==> src/design/prim_minimum_spanning_tree_macros.svh <==
// Assertion macros for the minimum spanning tree block.
// Included by the top level; depends on nothing else.
`ifndef PRIM_MINIMUM_SPANNING_TREE_MACROS_SVH
`define PRIM_MINIMUM_SPANNING_TREE_MACROS_SVH

`ifndef ASSERT_OFF

// Property must hold at every clock edge outside reset.
`define PMST_ASSERT(label, clk, rst_n, prop) \
    label: assert property (@(posedge clk) disable iff (!rst_n) (prop)) \
        else $error("pmst assertion failed");

// Condition must never be seen at a clock edge outside reset.
`define PMST_ASSERT_NEVER(label, clk, rst_n, cond) \
    label: assert property (@(posedge clk) disable iff (!rst_n) !(cond)) \
        else $error("pmst forbidden condition seen");

`else

`define PMST_ASSERT(label, clk, rst_n, prop)
`define PMST_ASSERT_NEVER(label, clk, rst_n, cond)

`endif

`endif

==> src/design/pmst_pkg.sv <==
// Shared types and constants for the minimum spanning tree block.
// No dependencies; used by the interfaces, the cell and the top level.
`default_nettype none

package pmst_pkg;

    // Fixed widths of the channel fields and the configuration register.
    localparam int VERTEX_W = 4;
    localparam int WEIGHT_W = 15;
    localparam int COUNT_W  = 5;

    // Weights at or above this value mean that there is no edge.
    localparam int NO_EDGE = 30000;

    localparam logic [COUNT_W-1:0] VERTEX_COUNT_RESET = 5'd16;

    // Control part of the search token that moves along the cell chain.
    typedef struct packed {
        logic valid;   // token present at this cell
        logic init;    // first pass of a run: load the row of vertex 0
        logic found;   // a candidate below NO_EDGE has been seen
    } t_tok_ctl;

endpackage

`default_nettype wire

==> src/design/pmst_cell.sv <==
// One vertex cell: holds the best joining weight, parent and tree flag of its
// vertex, relaxes against the broadcast matrix word and passes the running
// minimum on to the next cell. Depends on pmst_pkg.
`default_nettype none

module pmst_cell #(
    parameter int MAX_VERTICES = 16,
    parameter int WEIGHT_BITS  = 15,
    parameter int IDX          = 0
) (
    input  wire                                          i_clk,
    input  wire                                          i_rst_n,
    input  wire  [$clog2(MAX_VERTICES+1)-1:0]            i_n,
    input  wire  [WEIGHT_BITS-1:0]                       i_rd_data,
    input  pmst_pkg::t_tok_ctl                           i_ctl,
    input  wire  [$clog2(MAX_VERTICES)-1:0]              i_pick,
    input  wire  [((WEIGHT_BITS > 15) ? WEIGHT_BITS : 15)-1:0] i_min_w,
    input  wire  [$clog2(MAX_VERTICES)-1:0]              i_min_idx,
    input  wire  [$clog2(MAX_VERTICES)-1:0]              i_min_par,
    output pmst_pkg::t_tok_ctl                           o_ctl,
    output logic [$clog2(MAX_VERTICES)-1:0]              o_pick,
    output logic [((WEIGHT_BITS > 15) ? WEIGHT_BITS : 15)-1:0] o_min_w,
    output logic [$clog2(MAX_VERTICES)-1:0]              o_min_idx,
    output logic [$clog2(MAX_VERTICES)-1:0]              o_min_par
);

    localparam int VW    = $clog2(MAX_VERTICES);
    localparam int CW    = $clog2(MAX_VERTICES + 1);
    localparam int CMP_W = (WEIGHT_BITS > 15) ? WEIGHT_BITS : 15;

    localparam logic [VW-1:0] IDX_V = VW'(IDX);
    localparam logic [CW-1:0] IDX_C = CW'(IDX);

    logic [WEIGHT_BITS-1:0] r_best;
    logic [VW-1:0]          r_parent;
    logic                   r_in_tree;

    logic [WEIGHT_BITS-1:0] n_best;
    logic [VW-1:0]          n_parent;
    logic                   n_in_tree;

    pmst_pkg::t_tok_ctl     r_ctl;
    logic [VW-1:0]          r_pick;
    logic [CMP_W-1:0]       r_min_w;
    logic [VW-1:0]          r_min_idx;
    logic [VW-1:0]          r_min_par;

    pmst_pkg::t_tok_ctl     n_ctl;
    logic [CMP_W-1:0]       n_min_w;
    logic [VW-1:0]          n_min_idx;
    logic [VW-1:0]          n_min_par;

    logic                   w_active;

    assign w_active = i_ctl.valid && (IDX_C < i_n);

    // Relax this vertex against the row of the vertex just added.
    always_comb begin
        n_best    = r_best;
        n_parent  = r_parent;
        n_in_tree = r_in_tree;
        if (w_active) begin
            if (i_ctl.init) begin
                n_in_tree = (i_pick == IDX_V);
                n_best    = i_rd_data;
                n_parent  = '0;
            end else if (i_pick == IDX_V) begin
                n_in_tree = 1'b1;
            end else if (!r_in_tree && (i_rd_data < r_best)) begin
                n_best   = i_rd_data;
                n_parent = i_pick;
            end
        end
    end

    // Offer the updated value to the running minimum; strict compare keeps
    // the lowest vertex on a tie, as cells are visited in ascending order.
    always_comb begin
        n_ctl     = i_ctl;
        n_min_w   = i_min_w;
        n_min_idx = i_min_idx;
        n_min_par = i_min_par;
        if (w_active && !n_in_tree && (CMP_W'(n_best) < i_min_w)) begin
            n_ctl.found = 1'b1;
            n_min_w     = CMP_W'(n_best);
            n_min_idx   = IDX_V;
            n_min_par   = n_parent;
        end
    end

    always_ff @(posedge i_clk) begin
        if (!i_rst_n) begin
            r_in_tree <= 1'b0;
            r_ctl     <= '0;
        end else begin
            r_in_tree <= n_in_tree;
            r_ctl     <= n_ctl;
        end
    end

    always_ff @(posedge i_clk) begin
        r_best    <= n_best;
        r_parent  <= n_parent;
        r_pick    <= i_pick;
        r_min_w   <= n_min_w;
        r_min_idx <= n_min_idx;
        r_min_par <= n_min_par;
    end

    assign o_ctl     = r_ctl;
    assign o_pick    = r_pick;
    assign o_min_w   = r_min_w;
    assign o_min_idx = r_min_idx;
    assign o_min_par = r_min_par;

endmodule

`default_nettype wire

==> config.mk <==
export PLATFORM = sky130hd
export DESIGN_NAME = pmst_cell
export DESIGN_NICKNAME = d
export VERILOG_FILES = /design/src/design/prim_minimum_spanning_tree_macros.svh /design/src/design/pmst_pkg.sv /design/src/design/pmst_cell.sv
export SDC_FILE = /design/constraint.sdc
export NUM_CORES = 1
export LEC_CHECK = 0
export BUFFER_PORTS_ARGS = -buffer_cell sky130_fd_sc_hd__buf_2
export CAP_MARGIN = 5
export CELL_PAD_IN_SITES_DETAIL_PLACEMENT = 0
export CELL_PAD_IN_SITES_GLOBAL_PLACEMENT = 2
export CORE_MARGIN = 1
export CORE_UTILIZATION = 30
export CTS_CLUSTER_DIAMETER = 80
export CTS_CLUSTER_SIZE = 12
export DETAILED_ROUTE_END_ITERATION = 8
export PLACE_DENSITY = 0.8
export SLEW_MARGIN = 20
export SYNTH_ARGS = -nofsm -noshare
export SYNTH_HDL_FRONTEND = slang
export SYNTH_SLANG_ARGS = --single-unit
==> constraint.sdc <==
create_clock -name i_clk -period 5.1 [get_ports i_clk]
set_clock_uncertainty 0.1 [all_clocks]
set_input_delay 0.255 -clock i_clk [delete_from_list [all_inputs] [get_ports i_clk]]
set_output_delay 0.255 -clock i_clk [all_outputs]
set_load 0.02 [all_outputs]
==> qor.yml <==
drive_above_1_share_pct: 38.9
synthAdderAreaFrac_pct: 14.0
crit_arrival_ps: 4810
path_max_fanout: 23
numPortBuffers: 81
via_per_inst: 4.32
worstSkewPairLatency_ps: 300
top_layer: "met4"
rrSetupSlack_ps: 450
ys.flop_type: "dfxtp_1"
postCtsSetupBuffers: 0
cpMostUsedCell: "or2_2"
endpoint: "o_min_w[11]"
clockPowerShare_pct: 22.7
cts_buffer_depth: 2
p_int_mw: 0.825
first_pass_iters: 3
grt_pass1_wl_um: 8730
power_mw: 1.22
route.detailed.drc: 0
slew_headroom_pct: 62.5
p_leak_nw: 1.64
antenna_left: 0
wl_met2_um: 2500
synth.net_count: 323
pin_count: 82
synth-seq-cells: 50
final_cell_area_sq_mm: 0.00315
met3WireLength_um: 305
tightest_slew_ps: 559
coreArea_sq_mm: 0.00789
seq_area_frac_synth_pct: 40.0
reg2reg_depth: 16
critPathKind: "input port to flip-flop"
period_needed_ps: 4710
p_per_area_mw_per_mm2: 388
timing.setup.tns_ps: 0
cts_sinks: 50
gp_congestion: 0.754
regArea_sq_mm: 0.00100
drt-initial-drc-count: 39
synth_edf_count: 0
cts_root_buf: "clkbuf_8"
yosysWarnings: 0
cp-startpoint: "i_pick[0]"
cts_hold_buf: 4
routed-via-count: 1877
fillers: 793
holdCritPathClass: "input port to flip-flop"
share_comb_of_total_power_pct: 36.6
worst_path_max_delay_cell: "or4_1"
rsz0062_at_grt: "no"
setup_viol: 0
ir_worst_vdd_v: 0.000155
holdWs_ps: 43.9
synth.avg_cell_area_sq_um: 10.3
syn_inst: 243
die_y_um: 93.3
endpoint_kind: "flip-flop"
p_seq_share_pct: 40.7
wl_met1_um: 2460
multiInputGateArea_sq_mm: 0.00131
cp.required_ps: 5190
htree_levels: 2
dpl-instance-area_sq_mm: 0.00300
die_area_sq_mm: 0.00871
routed_wl_um: 5320
path_cells: "dlygate4sd3_1 > buf_2 > or4_1 > o211ai_1 > a22oi_1 > o31ai_1 > or2_1 > buf_4 > mux2_2 > ha_1 > a21oi_1 > o21a_1 > o221ai_1 > or2_2 > or2_2 > o311a_4 > mux2_4"
synth_simple_gate_area_share_pct: 8.75
maxCapViolCount: 0
cts.repair.resized: 0
slowest_delay_ps: 570
syn_area_sq_mm: 0.00250
rr_endpoint: "o_min_w[11]"
synth_xor_area_share_pct: 0
hold_viol_final: 0
period_share_pct: 92.4
wl_per_cell_um: 12.3
final_nets: 411
diodes: 0
overflow: 0
yosysUniqueCellTypes: 39
synth_compound_area_share_pct: 10.7
grt_max_degree: 24
grt_use_total_pct: 13.1
fmax_mhz: 212
antenna_found_initial: 0
outcome: "complete, no violations"
synth_top_family_by_area: "multiplexers"
clk_pin_slew_ps: 90
async_reset_ff_share_pct: 0
start_util_pct: 31.7
area_growth_pct: 25.8
p_switching_mw: 0.397
cts-buffers-inserted: 5
drv_slew: 0
critPathLaunchType: "input port"
rows: 32
r2r_start: "r_best[12]"
grt_pass1_vias: 1907
muxShareOfSynthArea_pct: 18.7
hpwl_um: 4270
fp.dieW_um: 93.3
cts_tree: "yes"
p_sw_share_pct: 32.5
through the flow:
step	cells	utilization, %	worst slack, ps
finish	434	39.9	386
CTS	434	39.9	342
detailed placement	422	38.0	383
global placement	422	38.0	513
global route	434	39.9	113
floorplan	243	-	885
critical path: cells and delay by family:
| family | cells | cell delay (ps) |
|---|---|---|
| adder cells (fa/ha/maj) | 1 | 290 |
| multiplexers | 2 | 730 |
| AND/OR/NAND/NOR | 4 | 1500 |
| buffers and inverters | 3 | 930 |
| AO/OA/AOI/OAI | 7 | 1090 |
cells in the mapped netlist, drive strengths merged, types with 2 or more instances:
master	instances	area [sq um]
dfxtp	50	1000
inv	40	150
buf	4	41.3
nor3	2	15.0
o21ai	12	60.1
a211oi	3	27.5
nand4	3	18.8
mux2	33	428
and2	7	43.8
a21oi	12	60.1
or2	3	18.8
ha	28	350
o21a	2	15.0
mux2i	4	40.0
a21o	4	30.0
or3	2	12.5
nand2	11	41.3
nor2	9	33.8
flip-flops by register name, indices dropped and copies added (netlist names):
register / cells
o_pick: 4
o_ctl: 3
o_min_idx: 4
r_in_tree: 1
o_min_w: 15
r_best: 15
r_parent: 4
o_min_par: 4
power by group through the flow:
stage                     Clock [mW]  Sequential, mW  Combinational, mW
after global routing           0.308           0.507              0.498
after CTS                      0.289           0.498              0.454
final                          0.277           0.497              0.447
after detailed placement           0           0.507              0.450
after floorplan                    0           0.560              0.276
after global placement             0           0.506              0.446
worst min path at each step:
| stage | startpoint | end | slack, ps | cells past startpoint |
|---|---|---|---|---|
| after global placement | i_pick[2] | o_pick[2] | 290 | 1 |
| after detailed placement | i_pick[1] | o_pick[1] | 290 | 1 |
| after floorplan | i_pick[0] | o_pick[0] | 180 | 0 |
| after CTS | i_min_idx[0] | o_min_idx[0] | 40 | 2 |
| final | i_min_idx[0] | o_min_idx[0] | 40 | 2 |
| after global routing | i_min_idx[0] | o_min_idx[0] | 40 | 2 |
metal layers:
metal  track usage, %  vias up
met1             15.2      831
met3             4.23        4
met5                0        -
met2             22.9       43
li1                 -      999
met4             3.85        0
kinds of logic after synthesis:
kind of cell	Yosys count
flops	50
buf+inv	45
simple gates	42
compound gates	41
mux	37
fa+ha+maj	28
layout by cell type, fill, tap and decap left out, types with 2 or more instances in the layout:
cell type	netlist	layout
a21o_1	4	4
a21oi_1	12	12
or2_2	2	2
dlygate4sd3_1	0	4
inv_1	39	39
o21a_1	2	2
mux2_4	15	15
or3_1	2	2
mux2_2	18	18
ha_1	28	28
mux2i_1	4	4
and2_1	7	7
a211oi_1	2	2
clkbuf_8	0	5
nand4_1	3	3
o21ai_0	11	11
nand2_1	11	11
nor2_1	9	9
buf_2	0	81
clkinv_2	0	2
dfxtp_1	50	50
area by class of cell:
type                    count  share of cell area [%]
clock inverters             3                    1.27
flip-flops and latches     50                    31.8
multi-input cells         148                    41.5
repair buffers             86                    14.4
clock buffers               5                    2.19
inverters                  40                    4.77
well taps                 102                    4.06
(Power assumes the default switching activity.)
